File: config.mk
export PLATFORM = sky130hd
export DESIGN_NAME = scale_weight_frame_parser_unit
export DESIGN_NICKNAME = d
export VERILOG_FILES = /design/src/hdl/swfp_pkg.sv /design/src/hdl/scale_weight_frame_parser_unit.sv /design/src/hdl/swfp_step.sv
export SDC_FILE = /design/constraint.sdc
export NUM_CORES = 1
export LEC_CHECK = 0
export BUFFER_PORTS_ARGS = -buffer_cell sky130_fd_sc_hd__buf_2
export CAP_MARGIN = 10
export CORE_UTILIZATION = 60
export CTS_CLUSTER_SIZE = 24
export DETAILED_ROUTE_END_ITERATION = 7
export GPL_TIMING_DRIVEN = 1
export PLACE_DENSITY = 0.81
export SKIP_LAST_GASP = 1
export SYNTH_ARGS = -nofsm -noshare
export SYNTH_HDL_FRONTEND = slang
export SYNTH_SLANG_ARGS = --single-unit
File: constraint.sdc
create_clock -name i_clk -period 12.25 [get_ports i_clk]
set_input_delay 0 -clock i_clk [delete_from_list [all_inputs] [get_ports i_clk]]
set_output_delay 0 -clock i_clk [all_outputs]
set_load 0.02 [all_outputs]
File: src/hdl/swfp_pkg.sv
// Types, constants and helper functions of the weight frame parser.
package swfp_pkg;

    localparam int MAX_DIGITS_DEF       = 12;
    localparam int MAX_UNIT_LETTERS_DEF = 3;
    localparam int DCNT_W               = 5;
    localparam int MANT_W               = 40;

    localparam logic [7:0] CH_S     = 8'h53;
    localparam logic [7:0] CH_C     = 8'h43;
    localparam logic [7:0] CH_U     = 8'h55;
    localparam logic [7:0] CH_I     = 8'h49;
    localparam logic [7:0] CH_ONE   = 8'h31;
    localparam logic [7:0] CH_SPACE = 8'h20;
    localparam logic [7:0] CH_TAB   = 8'h09;
    localparam logic [7:0] CH_QUEST = 8'h3F;
    localparam logic [7:0] CH_CARET = 8'h5E;
    localparam logic [7:0] CH_LOW_V = 8'h76;
    localparam logic [7:0] CH_MINUS = 8'h2D;
    localparam logic [7:0] CH_PLUS  = 8'h2B;
    localparam logic [7:0] CH_POINT = 8'h2E;
    localparam logic [7:0] CH_COMMA = 8'h2C;
    localparam logic [7:0] CH_LBR   = 8'h5B;
    localparam logic [7:0] CH_RBR   = 8'h5D;
    localparam logic [7:0] CH_ZERO  = 8'h30;
    localparam logic [7:0] CH_NINE  = 8'h39;
    localparam logic [7:0] CH_G     = 8'h67;
    localparam logic [7:0] CH_K     = 8'h6B;
    localparam logic [7:0] CH_LOW_C = 8'h63;
    localparam logic [7:0] CH_T     = 8'h74;
    localparam logic [7:0] CH_L     = 8'h6C;
    localparam logic [7:0] CH_B     = 8'h62;
    localparam logic [7:0] CH_O     = 8'h6F;
    localparam logic [7:0] CH_Z     = 8'h7A;
    localparam logic [7:0] CASE_BIT = 8'h20;

    typedef enum logic [1:0] {
        ST_OK        = 2'd0,
        ST_NO_DIGITS = 2'd1,
        ST_TWO_POINT = 2'd2,
        ST_TOO_MANY  = 2'd3
    } t_status;

    typedef enum logic [2:0] {
        UNIT_NONE = 3'd0,
        UNIT_G    = 3'd1,
        UNIT_KG   = 3'd2,
        UNIT_CT   = 3'd3,
        UNIT_LB   = 3'd4,
        UNIT_OZ   = 3'd5
    } t_unit;

    typedef enum logic [15:0] {
        PH_START = 16'h0001,
        PH_S     = 16'h0002,
        PH_SU    = 16'h0004,
        PH_C     = 16'h0008,
        PH_C2    = 16'h0010,
        PH_SP1   = 16'h0020,
        PH_STAB  = 16'h0040,
        PH_SP2   = 16'h0080,
        PH_SIGN  = 16'h0100,
        PH_WS    = 16'h0200,
        PH_NUM   = 16'h0400,
        PH_BR1   = 16'h0800,
        PH_BR2   = 16'h1000,
        PH_WS2   = 16'h2000,
        PH_UNIT  = 16'h4000,
        PH_DONE  = 16'h8000
    } t_phase;

    typedef struct packed {
        logic [7:0] frame_byte;
        logic       last_byte;
    } t_in_item;

    typedef struct packed {
        t_status           status;
        logic              negative;
        logic [MANT_W-1:0] mantissa;
        logic [3:0]        fraction_digits;
        logic              stable;
        t_unit             unit_code;
    } t_out_item;

    typedef struct packed {
        t_phase            phase;
        logic [MANT_W-1:0] value;
        logic [DCNT_W-1:0] dcnt;
        logic [3:0]        apc;
        logic              point_seen;
        logic              negative;
        logic              stable;
        t_status           err;
        logic [7:0]        letter0;
        logic [7:0]        letter1;
        logic [1:0]        lcnt;
    } t_pstate;

    function automatic t_pstate pstate_reset();
        t_pstate s;
        s            = '0;
        s.phase      = PH_START;
        s.stable     = 1'b1;
        s.err        = ST_OK;
        return s;
    endfunction

    function automatic logic is_digit(logic [7:0] b);
        return (b >= CH_ZERO) && (b <= CH_NINE);
    endfunction

    function automatic logic is_blank(logic [7:0] b);
        return (b == CH_SPACE) || (b == CH_TAB);
    endfunction

    function automatic logic is_letter(logic [7:0] b);
        return ((b | CASE_BIT) >= 8'h61) && ((b | CASE_BIT) <= CH_Z);
    endfunction

    function automatic logic is_mark(logic [7:0] b);
        return (b == CH_QUEST) || (b == CH_CARET) || (b == CH_LOW_V);
    endfunction

endpackage

File: src/hdl/scale_weight_frame_parser_unit.sv
// Top level of the ASCII weight frame parser.
// The result of a frame is registered and appears in the cycle after its last byte is accepted.
// Throughput: one byte per cycle; the single parse step between the state
// registers and the result register sets the rate.
// A result held under stall blocks further bytes until it is taken.
// Synchronous active-low reset returns the parser to the frame start and empties the output.
module scale_weight_frame_parser_unit
    import swfp_pkg::*;
#(
    parameter int MAX_DIGITS       = MAX_DIGITS_DEF,
    parameter int MAX_UNIT_LETTERS = MAX_UNIT_LETTERS_DEF
) (
    input  logic      i_clk,
    input  logic      i_rst_n,
    input  logic      i_in_valid,
    output logic      o_in_stall,
    input  t_in_item  i_in_item,
    output logic      o_out_valid,
    input  logic      i_out_stall,
    output t_out_item o_out_item
);

    t_pstate   r_state;
    t_pstate   n_state;
    t_pstate   step_nxt;
    t_out_item step_res;
    logic      r_out_valid;
    logic      n_out_valid;
    t_out_item r_out;
    logic      accept;

    swfp_step #(
        .MAX_DIGITS       (MAX_DIGITS),
        .MAX_UNIT_LETTERS (MAX_UNIT_LETTERS)
    ) u_step (
        .i_cur  (r_state),
        .i_item (i_in_item),
        .o_nxt  (step_nxt),
        .o_res  (step_res)
    );

    assign o_in_stall = r_out_valid && i_out_stall;
    assign accept     = i_in_valid && !o_in_stall;

    always_comb begin
        n_state     = r_state;
        n_out_valid = r_out_valid && i_out_stall;
        if (accept) begin
            if (i_in_item.last_byte) begin
                n_state     = pstate_reset();
                n_out_valid = 1'b1;
            end else begin
                n_state = step_nxt;
            end
        end
    end

    always_ff @(posedge i_clk) begin
        if (!i_rst_n) begin
            r_state     <= pstate_reset();
            r_out_valid <= 1'b0;
        end else begin
            r_state     <= n_state;
            r_out_valid <= n_out_valid;
        end
    end

    always_ff @(posedge i_clk) begin
        if (accept && i_in_item.last_byte) begin
            r_out <= step_res;
        end
    end

    assign o_out_valid = r_out_valid;
    assign o_out_item  = r_out;

endmodule

File: src/hdl/swfp_step.sv
// Next-state and result logic for one frame byte of the weight frame parser.
module swfp_step
    import swfp_pkg::*;
#(
    parameter int MAX_DIGITS       = MAX_DIGITS_DEF,
    parameter int MAX_UNIT_LETTERS = MAX_UNIT_LETTERS_DEF
) (
    input  t_pstate   i_cur,
    input  t_in_item  i_item,
    output t_pstate   o_nxt,
    output t_out_item o_res
);

    // Skips the phases that let this byte fall through and returns the one that takes it.
    function automatic t_phase absorb_phase(t_phase ph, logic [7:0] b, logic no_digits);
        t_phase p;
        p = ph;
        for (int k = 0; k < 8; k++) begin
            case (p)
                PH_START: if (!(b == CH_S || b == CH_C)) p = PH_SP1;
                PH_S:     if (!(b == CH_U || b == CH_I)) p = PH_SP1;
                PH_SU:    if (b != CH_I) p = PH_SP1;
                PH_C2:    if (b != CH_ONE) p = PH_SP1;
                PH_SP1:   if (b != CH_SPACE) p = PH_STAB;
                PH_STAB:  if (!(is_mark(b) || b == CH_SPACE)) p = PH_SP2;
                PH_SP2:   if (b != CH_SPACE) p = PH_SIGN;
                PH_SIGN:  if (!(b == CH_MINUS || b == CH_PLUS || b == CH_SPACE)) p = PH_WS;
                PH_WS:    if (!is_blank(b)) p = PH_NUM;
                PH_NUM: begin
                    if (!(is_digit(b) || b == CH_POINT || b == CH_COMMA || no_digits
                          || b == CH_LBR)) p = PH_WS2;
                end
                PH_BR1:   if (!is_digit(b)) p = PH_BR2;
                PH_BR2:   if (b != CH_RBR) p = PH_WS2;
                PH_WS2:   if (!is_blank(b)) p = PH_UNIT;
                default:  p = p;
            endcase
        end
        return p;
    endfunction

    logic [7:0]        b;
    t_phase            ph_abs;
    logic              dig_room;
    logic [MANT_W-1:0] value_add;
    t_pstate           n;
    t_status           status;
    t_unit             unit;

    assign b        = i_item.frame_byte;
    assign ph_abs   = absorb_phase(i_cur.phase, b, i_cur.dcnt == '0);
    assign dig_room = i_cur.dcnt < DCNT_W'(MAX_DIGITS);
    assign value_add = {i_cur.value[MANT_W-4:0], 3'b000} + {i_cur.value[MANT_W-2:0], 1'b0}
                     + {{(MANT_W-4){1'b0}}, b[3:0]};

    always_comb begin
        logic take_digit;
        n          = i_cur;
        n.phase    = ph_abs;
        take_digit = 1'b0;
        case (ph_abs)
            PH_START: n.phase = (b == CH_S) ? PH_S : PH_C;
            PH_S:     n.phase = (b == CH_U) ? PH_SU : PH_SP1;
            PH_SU:    n.phase = PH_SP1;
            PH_C:     n.phase = (b == CH_ONE || b == CH_U) ? PH_C2 : PH_DONE;
            PH_C2:    n.phase = PH_SP1;
            PH_SP1:   n.phase = PH_STAB;
            PH_STAB: begin
                n.stable = !is_mark(b);
                n.phase  = PH_SP2;
            end
            PH_SP2:   n.phase = PH_SIGN;
            PH_SIGN: begin
                if (b == CH_MINUS) n.negative = 1'b1;
                n.phase = PH_WS;
            end
            PH_WS:    n.phase = PH_WS;
            PH_NUM: begin
                if (is_digit(b)) begin
                    take_digit = 1'b1;
                end else if (b == CH_POINT || b == CH_COMMA) begin
                    if (i_cur.point_seen) n.err = ST_TWO_POINT;
                    else n.point_seen = 1'b1;
                end else if (i_cur.dcnt == '0) begin
                    n.phase = PH_DONE;
                end else begin
                    n.phase = PH_BR1;
                end
            end
            PH_BR1: begin
                take_digit = 1'b1;
                n.phase    = PH_BR2;
            end
            PH_BR2:   n.phase = PH_WS2;
            PH_WS2:   n.phase = PH_WS2;
            PH_UNIT: begin
                if (is_letter(b) && (i_cur.lcnt < 2'(MAX_UNIT_LETTERS))) begin
                    if (i_cur.lcnt == 2'd0) n.letter0 = b | CASE_BIT;
                    if (i_cur.lcnt == 2'd1) n.letter1 = b | CASE_BIT;
                    n.lcnt = i_cur.lcnt + 2'd1;
                end else begin
                    n.phase = PH_DONE;
                end
            end
            default:  n.phase = PH_DONE;
        endcase
        if (take_digit) begin
            if (dig_room) begin
                n.value = value_add;
                n.dcnt  = i_cur.dcnt + DCNT_W'(1);
                if (i_cur.point_seen && i_cur.apc != 4'd15) n.apc = i_cur.apc + 4'd1;
            end else if (i_cur.err == ST_OK) begin
                n.err = ST_TOO_MANY;
            end
        end
    end

    always_comb begin
        unit = UNIT_NONE;
        if (n.lcnt == 2'd1 && n.letter0 == CH_G) unit = UNIT_G;
        if (n.lcnt == 2'd2) begin
            if (n.letter0 == CH_K && n.letter1 == CH_G) unit = UNIT_KG;
            if (n.letter0 == CH_LOW_C && n.letter1 == CH_T) unit = UNIT_CT;
            if (n.letter0 == CH_L && n.letter1 == CH_B) unit = UNIT_LB;
            if (n.letter0 == CH_O && n.letter1 == CH_Z) unit = UNIT_OZ;
        end
    end

    assign status = (n.dcnt == '0) ? ST_NO_DIGITS : n.err;

    always_comb begin
        o_res        = '0;
        o_res.status = status;
        o_res.stable = n.stable;
        if (status == ST_OK) begin
            o_res.negative        = n.negative;
            o_res.mantissa        = n.value;
            o_res.fraction_digits = n.apc;
            o_res.unit_code       = unit;
        end else begin
            o_res.unit_code       = UNIT_NONE;
        end
    end

    assign o_nxt = n;

endmodule

== After elaboration in Yosys (flattened, before gate mapping) ==
Cells that the tools add are included.

* Input bits: 13
* Register bits after elaboration: 140
* Output and inout port bits: 53
* Word-level logic and storage cells: 372

* Muxes and demuxes: 152
* Add/subtract/negate cells: 5
* Equality and inequality tests: 152
* $lt $le $gt $ge: 6
* Reduce and logical (&&, ||, !) cells: 39

{| class="wikitable"
|+ Operators by type and width
! kind !! count
|-
| 2-to-1 mux 16 bit || 109
|-
| one-hot mux 16 bit (13 select lines) || 8
|-
| one-hot mux 16 bit (12 select lines) || 1
|-
| equality test 16 x 1 -> 1 bit, second input constant || 9
|-
| equality test 16 x 10 -> 1 bit, second input constant || 9
|-
| equality test 16 x 11 -> 1 bit, second input constant || 9
|-
| equality test 16 x 12 -> 1 bit, second input constant || 9
|-
| equality test 16 x 13 -> 1 bit, second input constant || 9
|-
| equality test 16 x 14 -> 1 bit, second input constant || 9
|-
| equality test 16 x 2 -> 1 bit, second input constant || 9
|-
| equality test 16 x 3 -> 1 bit, second input constant || 9
|-
| equality test 16 x 5 -> 1 bit, second input constant || 9
|-
| equality test 16 x 6 -> 1 bit, second input constant || 9
|-
| equality test 16 x 7 -> 1 bit, second input constant || 9
|-
| equality test 16 x 8 -> 1 bit, second input constant || 9
|-
| equality test 16 x 9 -> 1 bit, second input constant || 9
|-
| equality test 8 x 7 -> 1 bit, second input constant || 16
|-
| 2-to-1 mux 49 bit || 2
|-
| 2-to-1 mux 88 bit || 1
|-
| equality test 8 x 6 -> 1 bit, second input constant || 7
|-
| adder 40 x 4 -> 40 bit || 1
|-
| adder 40 bit || 1
|-
| 2-to-1 mux 18 bit || 2
|-
| 2-to-1 mux 2 bit || 10
|-
| other kinds (32) || 79
|}

== Depth between registers and ports, before layout ==
Gate-level depths: netlist of the first run.

* Depth after elaboration: 32
* Mapped depth: 20
* Gate-level depth less buffers: 19

== Modules after synthesis ==
From an unflattened synthesis of the first run, not the netlist that was laid out.

* Cell total of the unflattened synthesis: 1341
* Area, all modules: 11677.4 um2

{| class="wikitable"
|+ By module, submodules not included
! module !! cells each !! seq. area each (um2) !! times used !! area an instance (um2)
|-
| swfp_step || 893 || 0.0 || 1 || 6234.7
|-
| scale_weight_frame_parser_unit || 448 || 3313.2 || 1 || 5442.7
|}

== Worst setup path after synthesis of the first run ==
Ideal clock, no wire load.

* Path kind: reg2reg
* Start point: register r_state[73] in the netlist's numbering
* End point: register r_out, in the netlist o_out_item[0], data pin
* Buffers on the path: 4
* Setup time: 261 ps
* Arrival time: 4915 ps
* Data required time: 11989 ps
* Stages on the path, launching flop included: 19
* Period minus slack after synthesis: 5175 ps
* Setup slack: 7075 ps
* Cell sequence: dfxtp_1 buf_6 or4_4 or3_1 buf_2 nor2_4 nor4_2 o41a_1 or2_1 buf_2 or4_4 a211o_1 o211ai_2 a21oi_2 or4b_4 buf_6 and3_1 o21ba_1 a221o_1

* Word-level cells in the longest chain between the ends: 26
* Elaborated cells on any way between the ends: 251
* Classes of those cells: eq/ne: 118; mux: 126; reduce/logical: 7

{| class="wikitable"
|+ RTL lines
! what !! line !! RTL
|-
| from (decl) || scale_weight_frame_parser_unit.sv:23 || <nowiki>t_pstate r_state;</nowiki>
|-
| from (signal assigned) || scale_weight_frame_parser_unit.sv:60 || <nowiki>r_state <= pstate_reset();</nowiki>
|-
| from (signal assigned) || scale_weight_frame_parser_unit.sv:63 || <nowiki>r_state <= n_state;</nowiki>
|-
| equality test 16 x 14 -> 1 bit (tied with other cells) || swfp_step.sv:19 || <nowiki>case (p)</nowiki>
|-
| one-hot mux 16 bit (13 select lines) * || swfp_step.sv:19 ||
|-
| equality test 16 x 14 -> 1 bit (tied with other cells) || swfp_step.sv:19 ||
|-
| one-hot mux 16 bit (13 select lines) * || swfp_step.sv:19 ||
|-
| equality test 16 x 14 -> 1 bit (tied with other cells) || swfp_step.sv:19 ||
|-
| one-hot mux 16 bit (13 select lines) * || swfp_step.sv:19 ||
|-
| equality test 16 x 14 -> 1 bit (tied with other cells) || swfp_step.sv:19 ||
|-
| one-hot mux 16 bit (13 select lines) * || swfp_step.sv:19 ||
|-
| [10 not listed] || n/a ||
|-
| equality test 8 x 7 -> 1 bit or equality test 2 x 1 -> 1 bit (tied branches) || swfp_step.sv:120 || <nowiki>if (n.lcnt == 2'd1 && n.letter0 == CH_G) unit = UNIT_G;</nowiki>
|-
| logical AND 1 bit || swfp_step.sv:120 ||
|-
| 2-to-1 mux 1 bit || swfp_step.sv:120 ||
|-
| 2-to-1 mux 2 bit || swfp_step.sv:122 || <nowiki>if (n.letter0 == CH_K && n.letter1 == CH_G) unit = UNIT_KG;</nowiki>
|-
| 2-to-1 mux 2 bit || swfp_step.sv:123 || <nowiki>if (n.letter0 == CH_LOW_C && n.letter1 == CH_T) unit = UNIT_CT;</nowiki>
|-
| 2-to-1 mux 3 bit || swfp_step.sv:124 || <nowiki>if (n.letter0 == CH_L && n.letter1 == CH_B) unit = UNIT_LB;</nowiki>
|-
| 2-to-1 mux 3 bit || swfp_step.sv:125 || <nowiki>if (n.letter0 == CH_O && n.letter1 == CH_Z) unit = UNIT_OZ;</nowiki>
|-
| 2-to-1 mux 3 bit || swfp_step.sv:121 || <nowiki>if (n.lcnt == 2'd2) begin</nowiki>
|-
| to (signal assigned) || scale_weight_frame_parser_unit.sv:70 || <nowiki>r_out <= step_res;</nowiki>
|-
| to (decl) || scale_weight_frame_parser_unit.sv:29 || <nowiki>t_out_item r_out;</nowiki>
|}

Mark *: on every way between the ends. The rest lies on a longest branch, timed or not.
A chain may end at the register's enable or synchronous reset.

==> results of run 1 <==
==> logic make-up (layout without fill, tap and decap cells) <==
| logic type | Yosys count | count (layout) | synth area share (%) |
|---|---|---|---|
| compound gates | 353 | 353 | 22.8 |
| xor+xnor | 40 | 40 | 3.36 |
| fa+ha+maj | 82 | 82 | 9.97 |
| buf+inv | 98 | 136 | 4.00 |
| flops | 140 | 140 | 31.7 |
| mux | 14 | 14 | 1.41 |
| simple gates | 541 | 541 | 26.7 |
==> layout by cell type (no fill, tap or decap), drive strengths merged, types with 13 or more instances in the layout <==
cell type  instances
nor3b             13
inv               31
a21o              15
nor3              34
o21ai             45
o21a              14
a31oi             15
a22oi             40
xnor2             24
edfxtp            51
xor2              16
ha                80
nand2            127
nand4             19
a21oi            109
nor4              24
dfxtp             89
nand3             33
buf               74
and3              14
nor2             174
clkbuf            19
==> power breakdown <==
| group | internal (mW) | switching [mW] | total (mW) |
|---|---|---|---|
| clock | 0.322 | 0.214 | 0.536 |
| combinational | 0.0354 | 0.0892 | 0.125 |
| sequential | 0.488 | 0.00325 | 0.492 |
| total | 0.845 | 0.307 | 1.15 |
==> sequential cells by signal (all words and copies together) (netlist names) <==
register and flops:
o_out_valid 1, r_state 88, o_out_item 51
==> synth_stat cells, drive strengths merged, types with 6 or more instances <==
library cell and number:
edfxtp 51, nor2 174, a211o 12, o21a 14, nor3b 13, nand4 19, inv 28, nor3 34
mux2i 11, nand2 127, nor4 24, a2bb2oi 6, or4 10, a22oi 40, xor2 16, a21oi 109
and2 11, nor4b 11, a31oi 15, o211ai 9, o31ai 9, or3 10, o31a 7, ha 80
buf 26, nor2b 12, nand3b 8, o21bai 8, a211oi 12, clkbuf 44, nand3 33, o21ai 45
dfxtp 89, and3 14, a21o 15, xnor2 24, nand2b 12
==> stage by stage <==
step | hold slack (ns) | instance area, sq um | power (mW) | util [%] | cells
after floorplan | 0.122 | 10400 | 0.585 | - | 1268
after global placement | 0.317 | 10800 | 0.621 | 64.5 | 1492
after detailed placement | 0.333 | 10800 | 0.622 | 64.5 | 1492
after CTS | 0.0538 | 11400 | 1.15 | 68.2 | 1526
after global routing | 0.0996 | 11400 | 1.18 | 68.2 | 1526
final | 0.0611 | 11400 | 1.15 | 68.2 | 1526
==> worst min path at each step <==
stage	cells after the start	end	slack, ns	start
finish	3	r_state[14]$_SDFFE_PN0P_	0.06	i_in_item[5]
global route	3	o_out_valid$_SDFF_PN0_	0.1	i_in_item[0]
CTS	3	r_state[14]$_SDFFE_PN0P_	0.05	i_in_item[5]
detailed placement	3	o_out_valid$_SDFF_PN0_	0.33	i_out_stall
global placement	3	o_out_valid$_SDFF_PN0_	0.32	i_out_stall
floorplan	1	r_state[44]$_SDFFE_PN0P_	0.12	i_rst_n
==> cell type report <==
| cell class | count | area, sq um |
|---|---|---|
| fillers | 1347 | 5340 |
| inverters | 28 | 105 |
| flip-flops and latches | 140 | 3310 |
| well taps | 220 | 275 |
| repair buffers | 76 | 413 |
| clock inverters | 13 | 164 |
| clock buffers | 19 | 433 |
| multi-input cells | 1030 | 6720 |
==> per-layer routing <==
| metal | global-route usage (%) | wire, um |
|---|---|---|
| met1 | 48.6 | 13600 |
| met2 | 55.5 | 14000 |
| met3 | 6.58 | 2830 |
| met4 | 14.2 | 981 |
| met5 | 0 | 0 |
==> worst min-delay path, delay by kind of cell <==
kind                   cells  cell delay [ns]
AOI/OAI and AO/OA          1             0.19
buffers and inverters      1             0.20
and+or+nand+nor            1             0.05
==> impl_metrics.env, run 1 <==
export IMPL_syn_nets=1363
export IMPL_synth_top_area_share_pct=17.1
export IMPL_cp_top_family="simple AND/OR/NAND/NOR gates"
export IMPL_cts_sinks=140
export IMPL_cp_depth=15
export IMPL_drt_iter0_markers=1308
export IMPL_die_width_um=134
export IMPL_cts_buffers=17
export IMPL_synthTopCellsByArea="dfxtp_1 17%, edfxtp_1 15%, ha_1 9.6%"
export IMPL_wirelength_mm=31.4
export IMPL_end_kind="flop"
export IMPL_status="complete, no violations"
export IMPL_synthFlopType="dfxtp_1"
export IMPL_arrival_ns=7.11
export IMPL_port_buffers=65
export IMPL_synth_edf_count=51
export IMPL_pre_cts_ws_ns=5.66
export IMPL_avgSynthCellArea_sq_um=8.23
export IMPL_nets=1388
export IMPL_slew_violations=0
export IMPL_irDropWorstVdd_uv=101
export IMPL_dpl_hpwl_mm=21.6
export IMPL_slowest_stage="o31ai_1"
export IMPL_tightest_slew_ns=1.13
export IMPL_die_y_um=134
export IMPL_cp_max_fo=48
export IMPL_max_slew_margin_pct=24.7
export IMPL_avgViaCountPerCell=6.80
export IMPL_grt_overflow_total=0
export IMPL_yosysWarnings=0
export IMPL_clk_latency_ns=0.43
export IMPL_drc=0
export IMPL_r2r_setup_slack_ns=5.43
export IMPL_synth_seq_cells=140
export IMPL_grt_pass1_vias=9571
export IMPL_worstPathRequired_ns=12.55
export IMPL_core_area_sq_um=16800
export IMPL_io_pins=66
export IMPL_max_freq_mhz=147
export IMPL_cp_endpoint="o_out_item[0]$_SDFFCE_PP0P_"
export IMPL_yosysUniqueCellTypes=85
export IMPL_syn_area_sq_um=10400
export IMPL_place_gp_congestion=0.988
export IMPL_postCtsSetupRepairBufs=0
export IMPL_wl_per_cell_um=20.6
export IMPL_powerDensity_nw_per_um2=101
export IMPL_path_cells="nor4_2 > nand4_1 > o22ai_1 > nor4_2 > o31ai_1 > nand2_1 > or4_4 > a211o_1 > a211o_1 > a41oi_2 > mux2i_1 > o21ai_1 > nand2b_2 > nor4_1 > a221o_1"
export IMPL_antenna_found_initial=0
export IMPL_fin_setup_tns_ns=0
export IMPL_reg2reg_depth=15
export IMPL_finalCriticalPeriod_ns=6.82
export IMPL_start_util_pct=62.3
export IMPL_r2r_start="r_state[84]$_SDFFE_PN0P_"
export IMPL_p_leak_nw=4.53
export IMPL_num_vias=10400
export IMPL_hold_buffers=2
export IMPL_startpoint="r_state[84]$_SDFFE_PN0P_"
export IMPL_grt_start_max_net_pins=75
export IMPL_n_antenna_cell=0
export IMPL_drv_cap=0
export IMPL_setup_slack_ns=5.43
export IMPL_worst_clock_skew_ns=0.00925
export IMPL_cts_tree="built"
export IMPL_r2r_end="o_out_item[0]$_SDFFCE_PP0P_"
export IMPL_hold_path_class="input pin to flop"
export IMPL_syn_to_final_growth_pct=9.47
export IMPL_yosysTopAreaCell="dfxtp_1"
export IMPL_final_antenna_net_count=0
export IMPL_cp_start_kind="flop"
export IMPL_firstDrtPassIters=6
export IMPL_grt_usage_pct=35.6
export IMPL_async_flop_share_pct=0
export IMPL_synth_cells=1268
export IMPL_grt_setup_unrepaired="no"
export IMPL_cts_resized_gates=0
export IMPL_clockRootBuffer="clkbuf_16"
export IMPL_h_tree_depth=4
export IMPL_drive_gt1_share_pct=10.7
export IMPL_critPathMaxStageDelay_ns=0.83
export IMPL_die_area_sq_um=17900
export IMPL_hold_viol=0
export IMPL_finalSetupViolCount=0
export IMPL_fin_crit_sh_pct=55.6
export IMPL_path_buf_inv=0
export IMPL_clockBufferDepth=2
export IMPL_grt_pass1_wl_mm=50.2
export IMPL_worst_setup_path_type="flop to flop"
export IMPL_yosysSeqAreaShare_pct=31.7
export IMPL_clk_pin_slew_ns=0.06
export IMPL_std_cell_rows=47
No activity file was read; power rests on OpenSTA's default activity.
==> run 2: changes to the inputs <==
Settings changed: ABC_AREA from default to 1, CORE_UTILIZATION 60 to 57, PLACE_DENSITY 0.81 to 0.8.
Clock period 12.25 ns to 5.85 ns, I/O delays scaled along.
==> run 2 against run 1 <==
Against the previous run: sequential share of layout area shrank 2.3 points; highest routed layer unchanged; cell count grew 28%; setup slack lost 4.8 ns; clock skew grew 0.0057 ns; combinational power grew 100%; critical endpoint is now o_out_item[24]$_SDFFCE_PP0P_; non-clock buffer count shrank 2; cell area grew 8.8%; first-iteration DRC count shrank 37%; wire length shrank 4.4%.
==> impl_metrics.env, run 2 <==
export IMPL_powerDensity_nw_per_um2=191
export IMPL_status="complete, no violations"
export IMPL_drv_cap=0
export IMPL_worst_clock_skew_ns=0.0150
export IMPL_path_buf_inv=5
export IMPL_fin_setup_tns_ns=0
export IMPL_h_tree_depth=4
export IMPL_seqPwrFrac_pct=43.3
export IMPL_grt_usage_pct=29.7
export IMPL_layout_common_cells="414 x nand2_1, 176 x inv_1, 150 x a21oi_1, 137 x nor2_1, 89 x dfxtp_1"
export IMPL_cts_sinks=140
export IMPL_die_y_um=143
export IMPL_start_util_pct=58.3
export IMPL_hold_path_class="input pin to flop"
export IMPL_drc=0
export IMPL_p_int_mw=1.70
export IMPL_clk_latency_ns=0.45
export IMPL_synth_seq_cells=140
export IMPL_yosys_cell_count_top_type="nand2_1"
export IMPL_fin_crit_sh_pct=89.4
export IMPL_finalCriticalPeriod_ns=5.23
export IMPL_p_leak_nw=6.16
export IMPL_slew_violations=0
export IMPL_wirelength_mm=30.0
export IMPL_final_cell_area_sq_um=12400
export IMPL_dpl_hpwl_mm=21.8
export IMPL_switching_share_pct=28.3
export IMPL_synthFlopType="dfxtp_1"
export IMPL_critPathMaxStageDelay_ns=0.40
export IMPL_synth_simple_gate_area_share_pct=34.4
export IMPL_synth_cells=1630
export IMPL_firstDrtPassIters=5
export IMPL_yosysWarnings=0
export IMPL_grt_pass1_vias=9904
export IMPL_syn_to_final_growth_pct=9.46
export IMPL_cts_tree="built"
export IMPL_io_pins=66
export IMPL_clk_pin_slew_ns=0.07
export IMPL_final_antenna_net_count=0
export IMPL_grt_start_max_net_pins=67
export IMPL_avgSynthCellArea_sq_um=6.97
export IMPL_cts_buffers=17
export IMPL_pre_cts_ws_ns=0.740
export IMPL_nets=1768
export IMPL_grt_setup_unrepaired="no"
export IMPL_cts_resized_gates=0
export IMPL_worst_setup_path_type="flop to flop"
export IMPL_irDropWorstVdd_uv=211
export IMPL_layout_commonest_cell="nand2_1"
export IMPL_synth_top_area_share_pct=15.7
export IMPL_worstPathRequired_ns=6.04
export IMPL_syn_nets=1725
export IMPL_drive_gt1_share_pct=15.7
export IMPL_syn_area_sq_um=11400
export IMPL_power_switching_mw=0.672
export IMPL_clockBufferDepth=2
export IMPL_num_vias=11000
export IMPL_yosysSeqAreaShare_pct=29.2
export IMPL_synth_compound_area_share_pct=12.8
export IMPL_clockRootBuffer="clkbuf_16"
export IMPL_cp_max_fo=25
export IMPL_n_antenna_cell=0
export IMPL_synthTopCellsByArea="dfxtp_1 16%, nand2_1 14%, edfxtp_1 13%"
export IMPL_grt_overflow_total=0
export IMPL_grt_pass1_wl_mm=47.8
export IMPL_std_cell_rows=51
export IMPL_synth_xor_area_share_pct=2.92
export IMPL_pwr_share_clk_pct=45.9
export IMPL_antenna_found_initial=0
export IMPL_max_slew_margin_pct=29.8
export IMPL_async_flop_share_pct=0
export IMPL_place_gp_congestion=0.949
export IMPL_slowest_stage="dfxtp_1"
export IMPL_end_kind="flop"
export IMPL_synth_edf_count=51
export IMPL_crit_top_cell="nand2_1"
export IMPL_power_frac_comb_pct=10.8
export IMPL_core_area_sq_um=19500
export IMPL_wl_per_cell_um=15.4
export IMPL_yosysUniqueCellTypes=56
export IMPL_yosys_mux_area_fraction_pct=2.73
export IMPL_place_area_sq_um=11800
export IMPL_cp_top_family="simple AND/OR/NAND/NOR gates"
export IMPL_fill_cells=1731
export IMPL_tightest_slew_ns=1.05
export IMPL_hold_viol=0
export IMPL_largest_reg_flops=88
export IMPL_synthAdderAreaFrac_pct=9.17
export IMPL_max_freq_mhz=191
export IMPL_finalSetupViolCount=0
export IMPL_synth_top_family_by_area="simple AND/OR/NAND/NOR gates"
export IMPL_die_area_sq_um=20500
export IMPL_yosys_top_cells_count="415 x nand2_1, 176 x inv_1, 150 x a21oi_1"
export IMPL_setup_slack_ns=0.619
export IMPL_die_width_um=143
export IMPL_yosysTopAreaCell="dfxtp_1"
export IMPL_avgViaCountPerCell=5.63
export IMPL_port_buffers=65
export IMPL_drt_iter0_markers=818
export IMPL_cp_start_kind="flop"
export IMPL_regMostFlops="r_state"
export IMPL_arrival_ns=5.42
==> run 2: final timing paths <==
kind                            cells past startpoint                           end  slack [ns]                      from
worst min-delay path                                5      r_state[73]$_SDFFE_PN0P_        0.02              i_in_item[5]
worst max-delay path                               33  o_out_item[24]$_SDFFCE_PP0P_        0.62  r_state[79]$_SDFFE_PN0P_
worst max register to register                     33  o_out_item[24]$_SDFFCE_PP0P_        0.62  r_state[79]$_SDFFE_PN0P_
worst min register to register                      2       r_state[7]$_SDFFE_PN0P_        0.46   r_state[7]$_SDFFE_PN0P_
==> run 2: power by group through the flow <==
stage	Clock (mW)	Sequential [mW]	Combinational, mW
final	1.09	1.03	0.256
after global routing	1.14	1.03	0.277
after CTS	1.09	1.03	0.253
after detailed placement	0	1.05	0.251
after global placement	0	1.05	0.249
after floorplan	0	1.07	0.167
==> run 2: through the flow <==
stage                     cells  hold WS (ns)  utilization [%]  total power [mW]
after floorplan            1630         0.130                -              1.23
after global placement     1918         0.415             60.8              1.30
after detailed placement   1918         0.423             60.8              1.30
after CTS                  1951        0.0217             63.9              2.37
after global routing       1951        0.0327             63.9              2.44
final                      1951        0.0219             63.9              2.37
==> run 2: metal layers <==
layer  GRT usage (%)  vias up  share of wire, %  routed length, um
li1                -     5449                 -                  -
met1            41.7     5083                46              13900
met2            46.0      400                45              13500
met3            4.76       59               6.6               1990
met4            10.5        0               2.3                684
met5               0        -                 0                  0
==> run 2: logic make-up after synthesis <==
family,Yosys count
muxes,31
adders and majority gates,82
and+or+nand+nor,827
buffers and inverters,243
DFF,140
xor gates and xnor gates,37
AOI/OAI and AO/OA,270
==> run 2: timing repair <==
| action | 4_1_cts | 5_1_grt |
|---|---|---|
| endpoints found under the hold margin | 1 | 0 |
| hold buffers | 1 | 0 |
| setup endpoints to repair | 0 | 0 |
| buffers inserted | 0 | 0 |
==> run 2: layout make-up <==
| cell class | count | area, sq um | area share (%) |
|---|---|---|---|
| Multi-Input combinational cell | 1247 | 7060 | 56.8 |
| Clock inverter | 13 | 130 | 1.05 |
| Clock buffer | 19 | 453 | 3.64 |
| Tap cell | 265 | 332 | 2.67 |
| Sequential cell | 140 | 3310 | 26.7 |
| Timing Repair Buffer | 74 | 408 | 3.28 |
| Inverter | 193 | 728 | 5.86 |
==> run 2: worst min-delay path, delay by kind of cell <==
kind                   cells  cell delay (ns)
AO/OA/AOI/OAI              1             0.05
buffers and inverters      1             0.14
AND/OR/NAND/NOR            3             0.22
==> run 3: changes to the inputs <==
Settings changed: BUFFER_PORTS_ARGS -buffer_cell sky130_fd_sc_hd__buf_2 to default, CORE_UTILIZATION 57 to 60, CTS_CLUSTER_DIAMETER from default to 30, DONT_BUFFER_PORTS from default to 1, PLACE_DENSITY 0.8 to 0.81, SYNTH_HIERARCHICAL from default to 1.
==> run 3 against run 2 <==
Against the previous run: sequential share of layout area is 2.4 points lower; combinational power increased to 3.2 times the previous value; cell count grew 16%; sequential power up 11%; setup slack got worse by 0.24 ns; fmax down 4.3%; via count up 13%; count of clock-buffer cells in the layout down 1; register-to-register slack got worse by 0.24 ns; critical path type unchanged.
==> impl_metrics.env, run 3 <==
export IMPL_cp_max_fo=13
export IMPL_syn_nets=2080
export IMPL_std_cell_rows=52
export IMPL_drc=0
export IMPL_yosys_cell_count_top_type="nand2_1"
export IMPL_cp_start_kind="flop"
export IMPL_fill_cells=1811
export IMPL_wl_per_cell_um=15.7
export IMPL_yosysWarnings=6
export IMPL_arrival_ns=5.68
export IMPL_nets=2073
export IMPL_clockBufferDepth=2
export IMPL_yosysSeqAreaShare_pct=26.2
export IMPL_die_width_um=147
export IMPL_dpl_hpwl_mm=24.9
export IMPL_multi_input_comb_area_sq_um=7750
export IMPL_seqCellArea_sq_um=3310
export IMPL_synth_edf_count=51
export IMPL_finalSetupViolCount=0
export IMPL_h_tree_depth=4
export IMPL_drive_gt1_share_pct=10.5
export IMPL_firstDrtPassIters=7
export IMPL_hold_viol=0
export IMPL_setup_slack_ns=0.383
export IMPL_cp_endpoint="o_out_item[48]$_DFFE_PP_"
export IMPL_avgViaCountPerCell=5.50
export IMPL_grt_start_max_net_pins=108
export IMPL_critPathMaxStageDelay_ns=0.37
export IMPL_die_area_sq_um=21700
export IMPL_cts_sinks=140
export IMPL_grt_pass1_vias=11300
export IMPL_clk_latency_ns=0.44
export IMPL_wirelength_mm=35.5
export IMPL_fin_crit_sh_pct=93.4
export IMPL_start_util_pct=61.8
export IMPL_hold_path_class="input pin to flop"
export IMPL_grt_overflow_total=0
export IMPL_synthFlopType="dfxtp_1"
export IMPL_port_buffers=0
export IMPL_worstPathRequired_ns=6.06
export IMPL_post_route_util_pct=66.6
export IMPL_max_slew_margin_pct=20.8
export IMPL_antenna_found_initial=0
export IMPL_syn_to_final_growth_pct=7.73
export IMPL_avgSynthCellArea_sq_um=6.38
export IMPL_tightest_slew_ns=1.19
export IMPL_syn_area_sq_um=12700
export IMPL_synth_top_area_share_pct=14.3
export IMPL_layout_common_cells="484 x nand2_1, 339 x nor2_1, 293 x inv_1, 124 x nand3_1, 95 x a21oi_1"
export IMPL_status="complete, no violations"
export IMPL_crit_top_cell="nand2_2"
export IMPL_powerDensity_nw_per_um2=224
export IMPL_clockRootBuffer="clkbuf_16"
export IMPL_regMostFlops="r_state"
export IMPL_irDropWorstVdd_uv=218
export IMPL_worst_clock_skew_ns=0.0169
export IMPL_async_flop_share_pct=0
export IMPL_pre_cts_ws_ns=0.0664
export IMPL_final_antenna_net_count=0
export IMPL_drv_cap=0
export IMPL_slew_violations=0
export IMPL_place_gp_congestion=0.977
export IMPL_n_antenna_cell=0
export IMPL_synth_seq_cells=140
export IMPL_cts_buffers=17
export IMPL_layout_commonest_cell="nand2_1"
export IMPL_yosys_top_cells_count="484 x nand2_1, 339 x nor2_1, 294 x inv_1"
export IMPL_die_y_um=147
export IMPL_slowest_stage="nor2_1"
export IMPL_r2r_setup_slack_ns=0.38
export IMPL_startpoint="r_state[81]$_SDFFE_PN0P_"
export IMPL_core_area_sq_um=20500
export IMPL_io_pins=66
export IMPL_r2r_start="r_state[81]$_SDFFE_PN0P_"
export IMPL_yosysUniqueCellTypes=61
export IMPL_grt_pass1_wl_mm=56.6
export IMPL_max_freq_mhz=183
export IMPL_largest_reg_flops=88
export IMPL_p_leak_nw=6.75
export IMPL_synthTopCellsByArea="nand2_1 14%, dfxtp_1 14%, edfxtp_1 12%"
export IMPL_num_vias=12400
export IMPL_end_kind="flop"
export IMPL_finalCriticalPeriod_ns=5.47
export IMPL_synth_cells=1985
export IMPL_r2r_end="o_out_item[48]$_DFFE_PP_"
export IMPL_drt_iter0_markers=1114
export IMPL_clk_pin_slew_ns=0.08
export IMPL_grt_usage_pct=33.0
export IMPL_cts_tree="built"
export IMPL_worst_setup_path_type="flop to flop"
export IMPL_yosysTopAreaCell="nand2_1"
export IMPL_reg2reg_depth=41
run 3: how the worst min path moves through the flow:
stage	cells after the start	end	start	slack (ns)
after floorplan	4	r_state[79]$_SDFFE_PN0P_	i_out_stall	0.34
after global placement	1	r_state[20]$_SDFFE_PN1P_	i_rst_n	0.11
after detailed placement	1	r_state[20]$_SDFFE_PN1P_	i_rst_n	0.11
after CTS	3	r_state[39]$_SDFFE_PN0P_	i_in_valid	0.005
after global routing	3	r_state[38]$_SDFFE_PN0P_	i_in_valid	0.04
final	3	r_state[40]$_SDFFE_PN0P_	i_in_valid	0.02
run 3: worst max-delay path: cells and delay by family, from the launching register on:
| family | cells | cell delay (ns) |
|---|---|---|
| compound gates | 2 | 0.31 |
| xor+xnor | 1 | 0.14 |
| buf+inv | 5 | 0.50 |
| flops | 1 | 0.35 |
| simple gates | 33 | 3.93 |
run 3: repair_timing:
item                                    CTS  global route
setup buffers                             0             9
hold endpoints to repair                 89             0
gates resized for setup                   0            14
endpoints found under the setup margin    0            50
hold buffers                              7             0
run 3: per-stage QoR:
stage	hold slack [ns]	TNS (ns)	instances	power, mW	instance area, sq um
after global placement	0.108	0	2212	1.89	12800
after detailed placement	0.109	0	2212	1.91	12800
after floorplan	0.338	0	1985	1.78	12700
final	0.0213	0	2261	3.06	13600
after CTS	0.00524	0	2251	3.05	13500
after global routing	0.0384	-0.00859	2261	3.20	13600
run 3: layout make-up:
type | count | share of cell area, %
Multi-Input combinational cell | 1460 | 56.8
Sequential cell | 140 | 24.3
Inverter | 310 | 8.54
Timing Repair Buffer | 49 | 3.67
Clock buffer | 18 | 3.14
Tap cell | 270 | 2.48
Clock inverter | 14 | 1.12
run 3: routing by layer:
metal	wire [um]	GRT usage, %	vias up
met4	968	12.5	0
li1	-	-	6231
met5	0	0	-
met1	15500	43.0	5655
met3	2500	5.19	67
met2	16500	54.6	479
run 3: where the power goes:
part / leakage, nW / internal, mW / switching (mW)
clock: 0.276 / 0.603 / 0.506
combinational: 5.25 / 0.278 / 0.532
sequential: 1.23 / 1.07 / 0.0731
run 3: cells by family (layout without fill, tap and decap cells):
kind of cell,count (synthesis),after routing,share of synthesized area [%]
adder cells (fa/ha/maj),82,82,8.22
XOR/XNOR,43,43,3.03
flip-flops,140,140,26.2
AO/OA/AOI/OAI,221,221,9.72
buffers and inverters,386,391,12.8
other,1,1,0.0296
AND/OR/NAND/NOR,1112,1113,40.0
